==> src/design/oepr_pkg.sv <==
// Shared types, constants and the ring trig table for the oriented ellipse point ring.
// No dependencies; every module in the project imports this package.
package oepr_pkg;

  localparam int RING_POINTS  = 10;
  localparam int PNT_W        = $clog2(RING_POINTS);
  localparam int CORDIC_STEPS = 16;
  localparam int ONE_Q14      = 16384;
  localparam int REG_W        = 18;
  localparam int QUEUE_DEPTH  = 2;

  localparam logic [1:0] REG_ALONG  = 2'd0;
  localparam logic [1:0] REG_ACROSS = 2'd1;
  localparam logic [1:0] REG_OFFSET = 2'd2;

  localparam logic [REG_W-1:0] ALONG_RESET  = 18'd9830;
  localparam logic [REG_W-1:0] ACROSS_RESET = 18'd13107;
  localparam logic [REG_W-1:0] OFFSET_RESET = 18'd3277;

  localparam longint Q28_HALF_PI     = 64'sd421657428;
  localparam longint Q28_PI          = 64'sd843314857;
  localparam longint Q28_TWO_PI      = 64'sd1686629713;
  localparam longint CORDIC_GAIN_Q30 = 64'sd652032874;

  typedef struct packed {
    logic signed [31:0] px;
    logic signed [31:0] py;
    logic signed [15:0] qx;
    logic signed [15:0] qy;
    logic signed [15:0] qz;
    logic signed [15:0] qw;
    logic               final_p;
  } pose_t;

  typedef struct packed {
    logic signed [31:0] px;
    logic signed [31:0] py;
    logic signed [15:0] c;
    logic signed [15:0] s;
    logic               final_p;
  } head_t;

  typedef logic [RING_POINTS-1:0][31:0] ring_tab_t;

  function automatic longint clamp_one(longint v);
    longint r;
    r = v;
    if (v > ONE_Q14) r = ONE_Q14;
    if (v < -ONE_Q14) r = -ONE_Q14;
    return r;
  endfunction

  function automatic ring_tab_t ring_table();
    ring_tab_t tab;
    longint atan_q28 [CORDIC_STEPS];
    longint m, mag, th, x, y, nx, rc, rs;
    logic flip;
    atan_q28 = '{210828714, 124459457, 65760959, 33381290, 16755422, 8385879,
                 4193963, 2097109, 1048571, 524287, 262144, 131072, 65536, 32768,
                 16384, 8192};
    for (int j = 0; j < RING_POINTS; j++) begin
      m = (2 * (j + 1) <= RING_POINTS) ? j + 1 : j + 1 - RING_POINTS;
      mag = (m < 0) ? -m : m;
      th = (mag * Q28_TWO_PI + RING_POINTS / 2) / RING_POINTS;
      if (m < 0) th = -th;
      flip = 1'b0;
      if (th > Q28_HALF_PI) begin
        th = th - Q28_PI;
        flip = 1'b1;
      end else if (th < -Q28_HALF_PI) begin
        th = th + Q28_PI;
        flip = 1'b1;
      end
      x = CORDIC_GAIN_Q30;
      y = 0;
      for (int i = 0; i < CORDIC_STEPS; i++) begin
        if (th >= 0) begin
          nx = x - (y >>> i);
          y = y + (x >>> i);
          th = th - atan_q28[i];
        end else begin
          nx = x + (y >>> i);
          y = y - (x >>> i);
          th = th + atan_q28[i];
        end
        x = nx;
      end
      rc = clamp_one((x + 32768) >>> 16);
      rs = clamp_one((y + 32768) >>> 16);
      if (flip) begin
        rc = -rc;
        rs = -rs;
      end
      tab[j] = {rc[15:0], rs[15:0]};
    end
    return tab;
  endfunction

  localparam ring_tab_t RING_TAB = ring_table();

endpackage

==> src/design/oepr_queue.sv <==
// Short queue of heading items between front and back end.
// Uses oepr_pkg.
module oepr_queue (
  input  logic            clk,
  input  logic            rst,
  input  oepr_pkg::head_t wr_data,
  input  logic            wr_valid,
  output logic            wr_ready,
  output oepr_pkg::head_t rd_data,
  output logic            rd_valid,
  input  logic            rd_ready
);
  import oepr_pkg::*;

  localparam int PTR_W = $clog2(QUEUE_DEPTH);

  head_t            mem [QUEUE_DEPTH];
  logic [PTR_W-1:0] wr_ptr, rd_ptr;
  logic [PTR_W:0]   count;
  logic             push, pop;

  assign wr_ready = (count != (PTR_W + 1)'(QUEUE_DEPTH));
  assign rd_valid = (count != '0);
  assign rd_data  = mem[rd_ptr];
  assign push     = wr_valid && wr_ready;
  assign pop      = rd_valid && rd_ready;

  always_ff @(posedge clk) begin
    if (push) mem[wr_ptr] <= wr_data;
  end

  always_ff @(posedge clk) begin
    if (rst) begin
      wr_ptr <= '0;
      rd_ptr <= '0;
      count <= '0;
    end else begin
      if (push) wr_ptr <= (wr_ptr == PTR_W'(QUEUE_DEPTH - 1)) ? '0 : wr_ptr + 1'b1;
      if (pop) rd_ptr <= (rd_ptr == PTR_W'(QUEUE_DEPTH - 1)) ? '0 : rd_ptr + 1'b1;
      count <= count + (PTR_W + 1)'(push) - (PTR_W + 1)'(pop);
    end
  end

endmodule

==> config.mk <==
export PLATFORM = sky130hd
export DESIGN_NAME = oepr_queue
export DESIGN_NICKNAME = d
export VERILOG_FILES = /design/src/design/oepr_pkg.sv /design/src/design/oepr_queue.sv
export SDC_FILE = /design/constraint.sdc
export NUM_CORES = 1
export LEC_CHECK = 0
export BUFFER_PORTS_ARGS = -buffer_cell sky130_fd_sc_hd__buf_2
export CAP_MARGIN = 20
export CELL_PAD_IN_SITES_DETAIL_PLACEMENT = 0
export CELL_PAD_IN_SITES_GLOBAL_PLACEMENT = 2
export CORE_MARGIN = 3
export CORE_UTILIZATION = 34
export CTS_CLUSTER_SIZE = 14
export DETAILED_ROUTE_END_ITERATION = 6
export HOLD_SLACK_MARGIN = 0.03
export PLACE_DENSITY = 0.84
export SLEW_MARGIN = 25
export SYNTH_ARGS = -nofsm -noshare
export SYNTH_HDL_FRONTEND = slang
export SYNTH_SLANG_ARGS = --single-unit
==> constraint.sdc <==
create_clock -name clk -period 3 [get_ports clk]
set_input_delay 0.15 -clock clk [delete_from_list [all_inputs] [get_ports clk]]
set_output_delay 0.15 -clock clk [all_outputs]
set_load 0.02 [all_outputs]
-- Yosys cells after proc, flatten, opt, wreduce, memory -nomap -nowiden
Memories as Yosys holds them, arrays and structs flattened. A register that Yosys moved wholly into a read port is not among the register bits.
Cells that the tools add are included.
- bits in writable memories: 194
- logic and storage cells: 18
- bits in registers: 4
- memories kept: 1
- memory list (memory ; depth ; width ; read ports ; clocked after memory_dff ; write ports ; line ; RTL):
    mem ; 2 ; 97 ; 1 ; 1 ; 1 ; oepr_queue.sv:17 ; head_t mem [QUEUE_DEPTH];
- $add $sub $neg: 4
- equality and inequality tests: 1
- reductions and logical operators: 3
- muxes and demuxes: 6
- operators by type and width (operator ; count):
    1-bit 2-to-1 mux ; 6
    1-bit adder (second input constant) ; 2
    2-bit by 1-bit adder with 2-bit output ; 1
    1-bit logical AND ; 2
    2-bit != test (second input constant) ; 1
    2-bit nonzero test ; 1
    2-bit by 1-bit subtractor with 2-bit output ; 1

-- Depth between registers and ports, before layout
Gate-level depths: netlist of run 1.
- depth in word-level cells: 4
- mapped depth: 6

-- Worst setup path before layout of run 1
OpenSTA, ideal clock, no wires.
- kind: reg2reg
- from: register count[0]
- to: memory mem[1][0] (netlist bit), enable pin
- path slack: -0.509 ns
- arrival time: 3.041 ns
- buffers on the path: 0
- stages on the path, launching flop included: 3
- setup time: 0.467 ns
- cells stage by stage: dfxtp_1 > nand2b_1 > and3_1
- cells in the longest elaborated chain, start to end: 4
- ends and longest elaborated chain (element ; line ; RTL):
    start: declaration ; oepr_queue.sv:19 ; logic [PTR_W:0] count;
    start signal: assignment ; oepr_queue.sv:40 ; count <= count + (PTR_W + 1)'(push) - (PTR_W + 1)'(pop);
    2-bit != test ; oepr_queue.sv:22 ; assign wr_ready = (count != (PTR_W + 1)'(QUEUE_DEPTH));
    via wr_ready ; oepr_queue.sv:8 ; output logic wr_ready,
    1-bit logical AND ; oepr_queue.sv:25 ; assign push = wr_valid && wr_ready;
    1-bit 2-to-1 mux ; oepr_queue.sv:29 ; if (push) mem[wr_ptr] <= wr_data;
    1-bit 2-to-1 mux (not written as such) ; oepr_queue.sv:29 ;
    end: declaration ; oepr_queue.sv:17 ;
The timed path passes the listed nets, and every way through them passes these cells.

==> impl_metrics.json, run 1 <==
{
  "netlist_area_sq_um": 7370,
  "clock_tree.buffer_depth": 2,
  "vias": 4083,
  "die_x_microns": 153,
  "antenna_found_initial": 0,
  "drv_cap": 0,
  "totalPowerFinal_mw": 7.52,
  "fin_cells": 929,
  "cts.clk_slew.worst_paths_ps": 70,
  "synth-main-ff-cell": "sky130_fd_sc_hd__edfxtp_1",
  "rsz_0062_raised_after_global_routing": "no",
  "placement_rows": 53,
  "initial_core_util": 0.349,
  "power_leakage_nw": 3.89,
  "vdd_drop_max_mv": 0.434,
  "die_y_microns": 153,
  "core_sq_um": 21200,
  "antennaDiodeCount": 0,
  "synth.largest_area_cell": "sky130_fd_sc_hd__edfxtp_1",
  "cts_tree": "built",
  "cts-htree-levels": 4,
  "crit_fanout": 33,
  "fillers": 1783,
  "holdPathEnd": "wr_ptr$_SDFFE_PP0P_",
  "synth.top_cell.area_share": 0.790,
  "synth-edff-count": 194,
  "dpl_wire_length_microns": 9540,
  "io_pins": 200,
  "synth_async_sr_flop_share": 0,
  "final_hold_viol_count": 0,
  "timing.final.max_slew_violations": 0,
  "min-delay-start": "wr_valid",
  "cts_inserted_buffers": 17,
  "final_min_period_over_clock_period": 0.757,
  "buffer_ports.inserted": 199,
  "postSynthNetCount": 433,
  "cts.sinks": 199,
  "synth.ff_latch_count": 199,
  "first_pass_grt_wire_length_microns": 23100,
  "initialDrtViolationCount": 131,
  "grt_use_total": 0.125,
  "detail_route.drc_violations": 0,
  "insertion_delay_ps": 420,
  "pre_cts_slack_ps": 1030,
  "via_per_inst": 4.40,
  "synthesis.area_per_instance_sq_um": 22.3,
  "grt_pass1_vias": 4541,
  "dp.cells": 799,
  "yosysUniqueCellTypes": 24,
  "fraction_of_final_layout_cells_sized_beyond_drive_strength_1": 0.515,
  "worst-slew-pin-transition_ps": 712,
  "critical_path.startpoint_type": "flop",
  "timing.hold.ws_ps": 140,
  "wl_per_cell_microns": 15.7,
  "regToRegEndpoint": "mem[1][91]$_DFFE_PP_",
  "grt_start_max_net_pins": 65,
  "worst-endpoint-arrival_ps": 2120,
  "max_clock_freq_ghz": 0.440,
  "worst_slew_margin_rel": 0.525,
  "finalSetupTns_ps": 0,
  "cts.root.buffer_cell": "sky130_fd_sc_hd__clkbuf_16",
  "globalRouteOverflowTotal": 0,
  "area_post_placement_sq_um": 8700,
  "number_of_nets_at_the_end_of_the_flow": 743,
  "finalWirelength_microns": 14600,
  "postLayoutCoreUtil": 0.485,
  "reg2reg_depth": 3,
  "period_minus_slack_ps": 2270,
  "setup_slack_ps": 729,
  "yosys-top-cells-area": "sky130_fd_sc_hd__edfxtp_1 79%, sky130_fd_sc_hd__mux2_2 10%, sky130_fd_sc_hd__mux2_4 6.1%, sky130_fd_sc_hd__dfxtp_1 1.4%, sky130_fd_sc_hd__buf_6 0.76%",
  "worst-endpoint-required_ps": 2850,
  "setup_violations_final": 0,
  "ff2ff_setup_slack_ps": 1030,
  "worstSetupPathType": "reg2out",
  "postLayoutCellArea_sq_um": 10300,
  "place.gp.congestion": 0.729,
  "flow.area_growth_from_synthesis_pct": 39.1,
  "worstSetupEndpointType": "output pin",
  "synthTopCellsByCount": "194 x sky130_fd_sc_hd__edfxtp_1, 67 x sky130_fd_sc_hd__mux2_2, 30 x sky130_fd_sc_hd__mux2_4",
  "synthesis.yosys.warnings": 0,
  "power_density_nw_per_um2": 733,
  "reg2reg_from": "count[0]$_SDFF_PP0_",
  "ant_nets": 0,
  "drtPass1Iterations": 4,
  "clock_skew_ps": 6.00,
  "post-synth-top-count-cell": "sky130_fd_sc_hd__edfxtp_1",
  "hp-class": "in2reg",
  "die-area_sq_um": 23500,
  "post_cts.repair.setup_buffers": 0,
  "yosysSeqAreaShare": 0.804,
  "syn_inst": 331,
  "run_status": "completed",
  "timing.hold.worst_path_depth": 3
}
layout make-up:
| type | count | area (sq um) | share of cell area |
|---|---|---|---|
| flip-flops and latches | 199 | 5930 | 0.578 |
| repair buffers | 302 | 2040 | 0.199 |
| multi-input cells | 120 | 1360 | 0.133 |
| clock buffers | 17 | 425 | 0.0415 |
| well taps | 275 | 344 | 0.0335 |
| clock inverters | 15 | 150 | 0.0146 |
| inverters | 1 | 7.51 | 0.000732 |
what timing repair did:
| action | 4_1_cts | 5_1_grt |
|---|---|---|
| hold buffers | 98 | 0 |
| gates resized for setup | 0 | 0 |
| endpoints found under the hold margin | 198 | 0 |
power breakdown:
group / leakage (nW) / switching, mW / internal (mW)
registers: 1.86 / 0.129 / 3.38
clock network: 0.278 / 1.01 / 1.17
logic: 1.75 / 1.01 / 0.829
total: 3.89 / 2.14 / 5.38
how the worst max path moves through the flow:
stage                              startpoint                   end  slack [ps]
after global routing                     flop           rd_data[88]         590
after detailed placement  count[0]$_SDFF_PP0_  mem[1][66]$_DFFE_PP_        1030
final                                    flop           rd_data[88]         730
after global placement    count[0]$_SDFF_PP0_  mem[1][66]$_DFFE_PP_        1100
after floorplan           count[0]$_SDFF_PP0_   mem[0][0]$_DFFE_PP_         350
after CTS                                flop           rd_data[88]         680
metal layers:
layer	part of all wire	track usage	up-vias
met5	0	0	-
met4	0.023	0.0522	0
met3	0.058	0.0396	25
met2	0.51	0.219	133
met1	0.41	0.140	1996
li1	-	-	1929
registers in the layout, indices dropped and copies added (netlist names), named ones only:
name    flops
mem       194
count       2
rd_ptr      1
wr_ptr      1
placed cells by master, fill, tap and decap left out, drive strengths merged, types with 2 or more instances in the layout:
cell type / n
mux2: 98
a21bo: 2
inv: 4
clkbuf: 17
clkinv: 8
dfxtp: 5
dlygate4sd3: 98
clkinvlp: 3
nor2b: 2
o21ai: 2
buf: 204
nor2: 5
edfxtp: 194
worst max-delay path: stages, from the launching register on:
cell,delay (ps)
sky130_fd_sc_hd__dfxtp_4,670
sky130_fd_sc_hd__buf_4,450
sky130_fd_sc_hd__mux2_2,390
sky130_fd_sc_hd__buf_2,160
cell families after synthesis:
logic type | synth area share
AND/OR/NAND/NOR | 0.00950
XOR/XNOR | 0.00119
adder cells (fa/ha/maj) | 0.00170
multiplexers | 0.165
flip-flops | 0.804
AO/OA/AOI/OAI | 0.00696
buffers and inverters | 0.0122
No activity file was read; power rests on OpenSTA's default activity.
==> run 2: changes to the inputs <==
--- a/config.mk
+++ b/config.mk
@@ -10,11 +10,11 @@
 export CELL_PAD_IN_SITES_DETAIL_PLACEMENT = 0
 export CELL_PAD_IN_SITES_GLOBAL_PLACEMENT = 2
 export CORE_MARGIN = 3
-export CORE_UTILIZATION = 34
+export CORE_UTILIZATION = 38
 export CTS_CLUSTER_SIZE = 14
 export DETAILED_ROUTE_END_ITERATION = 6
 export HOLD_SLACK_MARGIN = 0.03
-export PLACE_DENSITY = 0.84
+export PLACE_DENSITY = 0.88
 export SLEW_MARGIN = 25
 export SYNTH_ARGS = -nofsm -noshare
 export SYNTH_HDL_FRONTEND = slang
==> constraint.sdc (replaced) <==
create_clock -name clk -period 2.1 [get_ports clk]
set_input_delay 0.105 -clock clk [delete_from_list [all_inputs] [get_ports clk]]
set_output_delay 0.105 -clock clk [all_outputs]
set_load 0.02 [all_outputs]
==> run 2 against run 1 <==
  * Register-to-register slack got worse by 520 ps
  * Core utilization increased by 6.0 points
  * Largest power group unchanged
  * Clock-buffer cell count increased by 2
  * Non-clock buffer count increased by 2
  * Clock power increased by 48%
  * Sequential power increased by 41%
  * Sequential cell count unchanged
==> impl_metrics.json, run 2 (synthesized netlist as in run 1, its figures left out) <==
{
  "antenna_found_initial": 0,
  "worstSetupPathType": "reg2out",
  "timing.final.max_slew_violations": 0,
  "die_x_microns": 145,
  "clock_tree.buffer_depth": 2,
  "power_density_nw_per_um2": 1060,
  "max_clock_freq_ghz": 0.555,
  "core_sq_um": 18900,
  "fraction_of_final_layout_cells_sized_beyond_drive_strength_1": 0.515,
  "clock_skew_ps": 11.5,
  "power_leakage_nw": 3.91,
  "wl_per_cell_microns": 16.5,
  "pre_cts_slack_ps": 510,
  "worst-slew-pin-transition_ps": 465,
  "critical_path.max_stage_delay_ps": 400,
  "worstPathCellList": "buf_4, mux2_2, buf_2",
  "initialDrtViolationCount": 203,
  "final_min_period_over_clock_period": 0.858,
  "finalSetupTns_ps": 0,
  "setup_violations_final": 0,
  "vdd_drop_max_mv": 0.674,
  "detail_route.drc_violations": 0,
  "placement_rows": 50,
  "via_per_inst": 4.56,
  "finalWirelength_microns": 15100,
  "worst-endpoint-required_ps": 2000,
  "timing.critical_path.slowest_stage_cell": "sky130_fd_sc_hd__mux2_2",
  "dpl_wire_length_microns": 9280,
  "insertion_delay_ps": 420,
  "grt_start_max_net_pins": 66,
  "place.gp.congestion": 0.791,
  "ant_nets": 0,
  "cts_tree": "built",
  "setup_slack_ps": 299,
  "grt_pass1_vias": 4630,
  "worstSetupEndpointType": "output pin",
  "cts.clk_slew.worst_paths_ps": 60,
  "fillers": 1511,
  "die-area_sq_um": 21100,
  "globalRouteOverflowTotal": 0,
  "cts_inserted_buffers": 17,
  "drv_cap": 0,
  "first_pass_grt_wire_length_microns": 24300,
  "flow.area_growth_from_synthesis_pct": 39.7,
  "number_of_nets_at_the_end_of_the_flow": 745,
  "timing.hold.ws_ps": 93.8,
  "area.sequential_sq_um": 5930,
  "rsz_0062_raised_after_global_routing": "no",
  "cts-htree-levels": 4,
  "crit_fanout": 25,
  "final_hold_viol_count": 0,
  "multi_input_comb_area_sq_um": 1370,
  "grt_use_total": 0.145,
  "register_ranked_first_by_flip_flop_count": "mem",
  "cts.root.buffer_cell": "sky130_fd_sc_hd__clkbuf_16",
  "final_cell_mix": "199 x sky130_fd_sc_hd__buf_2, 194 x sky130_fd_sc_hd__edfxtp_1, 98 x sky130_fd_sc_hd__dlygate4sd3_1",
  "initial_core_util": 0.390,
  "layout_top_registers": "mem: 194 flops, count: 2 flops",
  "period_minus_slack_ps": 1800,
  "largest_reg_flops": 194,
  "buffer_ports.inserted": 199,
  "io_pins": 200,
  "worst-endpoint-arrival_ps": 1700,
  "die_y_microns": 145,
  "most_common_cell_after_layout_fill_and_taps_aside": "sky130_fd_sc_hd__buf_2",
  "cts.sinks": 199,
  "vias": 4173,
  "worst_slew_margin_rel": 0.690,
  "run_status": "completed",
  "drtPass1Iterations": 6,
  "hp-class": "in2reg",
  "antennaDiodeCount": 0,
  "critical_path.startpoint_type": "flop"
}
==> run 2: cell count changes in the layout (fill, tap and decap cells not counted), sizes merged <==
cell / change
buf: +2
bufinv: +2
clkbuf: +2
clkinv: -2
inv: -2
==> run 2: power by group <==
group          internal [mW]  switching (mW)
Sequential              4.83           0.115
Clock                   1.87            1.35
Combinational           1.22            1.54
Total                   7.92            3.01
==> run 2: path summary, 6_finish.rpt <==
| path | start | end | slack, ps | depth (start not counted) |
|---|---|---|---|---|
| setup / recovery | flop | rd_data[13] | 300 | 3 |
| hold / removal | wr_valid | wr_ptr$_SDFFE_PP0P_ | 90 | 3 |
| setup reg to reg | count[0]$_SDFF_PP0_ | mem[0][78]$_DFFE_PP_ | 510 | 4 |
| hold reg to reg | rd_ptr$_SDFFE_PP0P_ | flop | 510 | 2 |
==> run 2: critical path: cells and delay by family (launching register included) <==
kind	cells	cell delay [ps]
buffers and inverters	2	490
multiplexers	1	400
flip-flops	1	380
==> run 2: what timing repair did <==
| action | CTS | global route |
|---|---|---|
| endpoints found under the hold margin | 198 | 0 |
| hold buffers | 98 | 0 |
| gates resized for setup | 0 | 0 |
| buffers inserted | 0 | 0 |
==> run 2: cell type report <==
| type | count | area share |
|---|---|---|
| flip-flops and latches | 199 | 0.576 |
| repair buffers | 304 | 0.202 |
| well taps | 260 | 0.0316 |
| inverters | 1 | 0.000729 |
| clock buffers | 19 | 0.0420 |
| multi-input cells | 120 | 0.133 |
| clock inverters | 13 | 0.0148 |
==> run 2: routing by layer <==
| metal | GRT usage | up-vias | part of all wire |
|---|---|---|---|
| met5 | 0 | - | 0 |
| met4 | 0.0489 | 0 | 0.018 |
| met3 | 0.0481 | 22 | 0.060 |
| met2 | 0.251 | 144 | 0.51 |
| met1 | 0.172 | 2076 | 0.41 |
| li1 | - | 1931 | - |
==> run 2: metrics by stage <==
step	cells	utilization	area (sq um)	total power [mW]
after floorplan	331	-	7390	6.85
after global placement	786	0.462	8730	7.62
final	916	0.545	10300	10.9
after CTS	916	0.545	10300	11.1
after global routing	916	0.545	10300	11.4
after detailed placement	786	0.462	8730	7.67
==> run 3: changes to the inputs <==
--- a/config.mk
+++ b/config.mk
@@ -10,11 +10,11 @@
 export CELL_PAD_IN_SITES_DETAIL_PLACEMENT = 0
 export CELL_PAD_IN_SITES_GLOBAL_PLACEMENT = 2
 export CORE_MARGIN = 3
-export CORE_UTILIZATION = 38
+export CORE_UTILIZATION = 35
 export CTS_CLUSTER_SIZE = 14
 export DETAILED_ROUTE_END_ITERATION = 6
 export HOLD_SLACK_MARGIN = 0.03
-export PLACE_DENSITY = 0.88
+export PLACE_DENSITY = 0.82
 export SLEW_MARGIN = 25
 export SYNTH_ARGS = -nofsm -noshare
 export SYNTH_HDL_FRONTEND = slang
==> run 3 against run 2 <==
  * Die area up 8.2%
  * Highest routed layer unchanged
  * Largest power group unchanged
  * Critical path type unchanged
  * Sequential cell count stayed put
  * Global-route usage down 1.3 points
  * Non-clock buffer count is the same
==> impl_metrics.json, run 3 (synthesized netlist as in run 1, its figures left out) <==
{
  "buffer_ports.inserted": 199,
  "die_x_microns": 151,
  "place.gp.congestion": 0.698,
  "cts.sinks": 199,
  "layout_top_registers": "mem: 194 flops, count: 2 flops",
  "final_min_period_over_clock_period": 0.930,
  "final_hold_viol_count": 0,
  "worst-endpoint-required_ps": 2000,
  "number_of_nets_at_the_end_of_the_flow": 745,
  "grt_start_max_net_pins": 63,
  "worst-endpoint-arrival_ps": 1850,
  "rsz_0062_raised_after_global_routing": "no",
  "vdd_drop_max_mv": 0.655,
  "core_sq_um": 20500,
  "insertion_delay_ps": 420,
  "crit_fanout": 29,
  "setup_violations_final": 0,
  "cts.root.buffer_cell": "sky130_fd_sc_hd__clkbuf_16",
  "die-area_sq_um": 22800,
  "dp.cells": 796,
  "critical_path.startpoint_type": "flop",
  "worstSetupEndpointType": "output pin",
  "initial_core_util": 0.360,
  "cts-htree-levels": 4,
  "flow.area_growth_from_synthesis_pct": 40.4,
  "globalRouteOverflowTotal": 0,
  "max_clock_freq_ghz": 0.512,
  "hp-class": "in2reg",
  "timing.final.max_slew_violations": 0,
  "fin_cells": 926,
  "worstSetupPathType": "reg2out",
  "most_common_cell_after_layout_fill_and_taps_aside": "sky130_fd_sc_hd__buf_2",
  "drv_cap": 0,
  "first_pass_grt_wire_length_microns": 23000,
  "largest_reg_flops": 194,
  "wl_per_cell_microns": 16.3,
  "antenna_found_initial": 0,
  "timing.critical_path.slowest_stage_cell": "sky130_fd_sc_hd__dfxtp_4",
  "fillers": 1705,
  "io_pins": 200,
  "grt_use_met3": 0.0410,
  "gr-usage-met2": 0.228,
  "clock_skew_ps": 8.10,
  "timing.hold.ws_ps": 98.8,
  "final_cell_mix": "199 x sky130_fd_sc_hd__buf_2, 194 x sky130_fd_sc_hd__edfxtp_1, 98 x sky130_fd_sc_hd__dlygate4sd3_1",
  "register_ranked_first_by_flip_flop_count": "mem",
  "fraction_of_final_layout_cells_sized_beyond_drive_strength_1": 0.518,
  "critical_path.max_stage_delay_ps": 600,
  "cts_tree": "built",
  "antennaDiodeCount": 0,
  "cts.repair.resized": 0,
  "vias": 4190,
  "drtPass1Iterations": 4,
  "cts.clk_slew.worst_paths_ps": 70,
  "period_minus_slack_ps": 1950,
  "clock_tree.buffer_depth": 2,
  "worst_slew_margin_rel": 0.684,
  "worstPathCellList": "buf_12, mux2_2, buf_2",
  "grtUsageMet1": 0.158,
  "cts_inserted_buffers": 17,
  "grt_use_total": 0.133,
  "detail_route.drc_violations": 0,
  "initialDrtViolationCount": 195,
  "worst-slew-pin-transition_ps": 475,
  "placement_rows": 52,
  "dpl_wire_length_microns": 9600,
  "die_y_microns": 151,
  "finalWirelength_microns": 15100,
  "ant_nets": 0,
  "power_leakage_nw": 3.93,
  "power_density_nw_per_um2": 1070,
  "busiest_layer": "met2",
  "via_per_inst": 4.52,
  "grt_pass1_vias": 4525,
  "postLayoutCoreUtil": 0.505,
  "run_status": "completed"
}
[run 3: path summary, 6_finish.rpt]
| kind | startpoint | to | slack (ps) | cells after the start |
|---|---|---|---|---|
| setup / recovery | flop | rd_data[18] | 150 | 3 |
| hold / removal | wr_valid | wr_ptr$_SDFFE_PP0P_ | 100 | 3 |
| hold reg to reg | rd_ptr$_SDFFE_PP0P_ | flop | 510 | 2 |
| setup reg to reg | count[0]$_SDFF_PP0_ | mem[0][68]$_DFFE_PP_ | 470 | 4 |
[run 3: area by class of cell]
class                      instances  area (sq um)  area share
multi-input combinational        120          1370       0.132
sequential                       199          5930       0.573
inverter                           1          7.51    0.000725
timing repair buffer             304          2100       0.203
clock inverter                    14           174      0.0168
clock buffer                      18           429      0.0414
tap                              270           338      0.0326
[run 3: through the flow]
step	setup TNS [ps]	total power, mW	setup slack [ps]	cell area, sq um
after detailed placement	0	7.71	483	8770
after global placement	0	7.66	503	8770
final	0	11.1	146	10400
after floorplan	-50120	6.85	-387	7390
after global routing	0	11.6	33.5	10400
after CTS	0	11.2	94.5	10400
[run 3: layer usage]
layer | routed length [microns] | vias to the layer above | part of all wire
met4 | 182 | 0 | 0.012
li1 | - | 1940 | -
met5 | 0 | - | 0
met1 | 6170 | 2089 | 0.41
met3 | 924 | 13 | 0.061
met2 | 7790 | 148 | 0.52
[run 3: where the power goes]
part	switching [mW]	internal [mW]
Sequential	0.163	4.83
Combinational	1.49	1.24
Clock	1.46	1.89
Total	3.11	7.96
[run 3: critical path: cells and delay by family (launching register included)]
family                 cells  cell delay (ps)
DFF                        1              600
buffers and inverters      2              410
muxes                      1              370
[run 3: repair_timing]
action                                 in CTS  in global routing
buffers inserted                            0                  0
hold buffers                               98                  0
endpoints found under the hold margin     199                  0
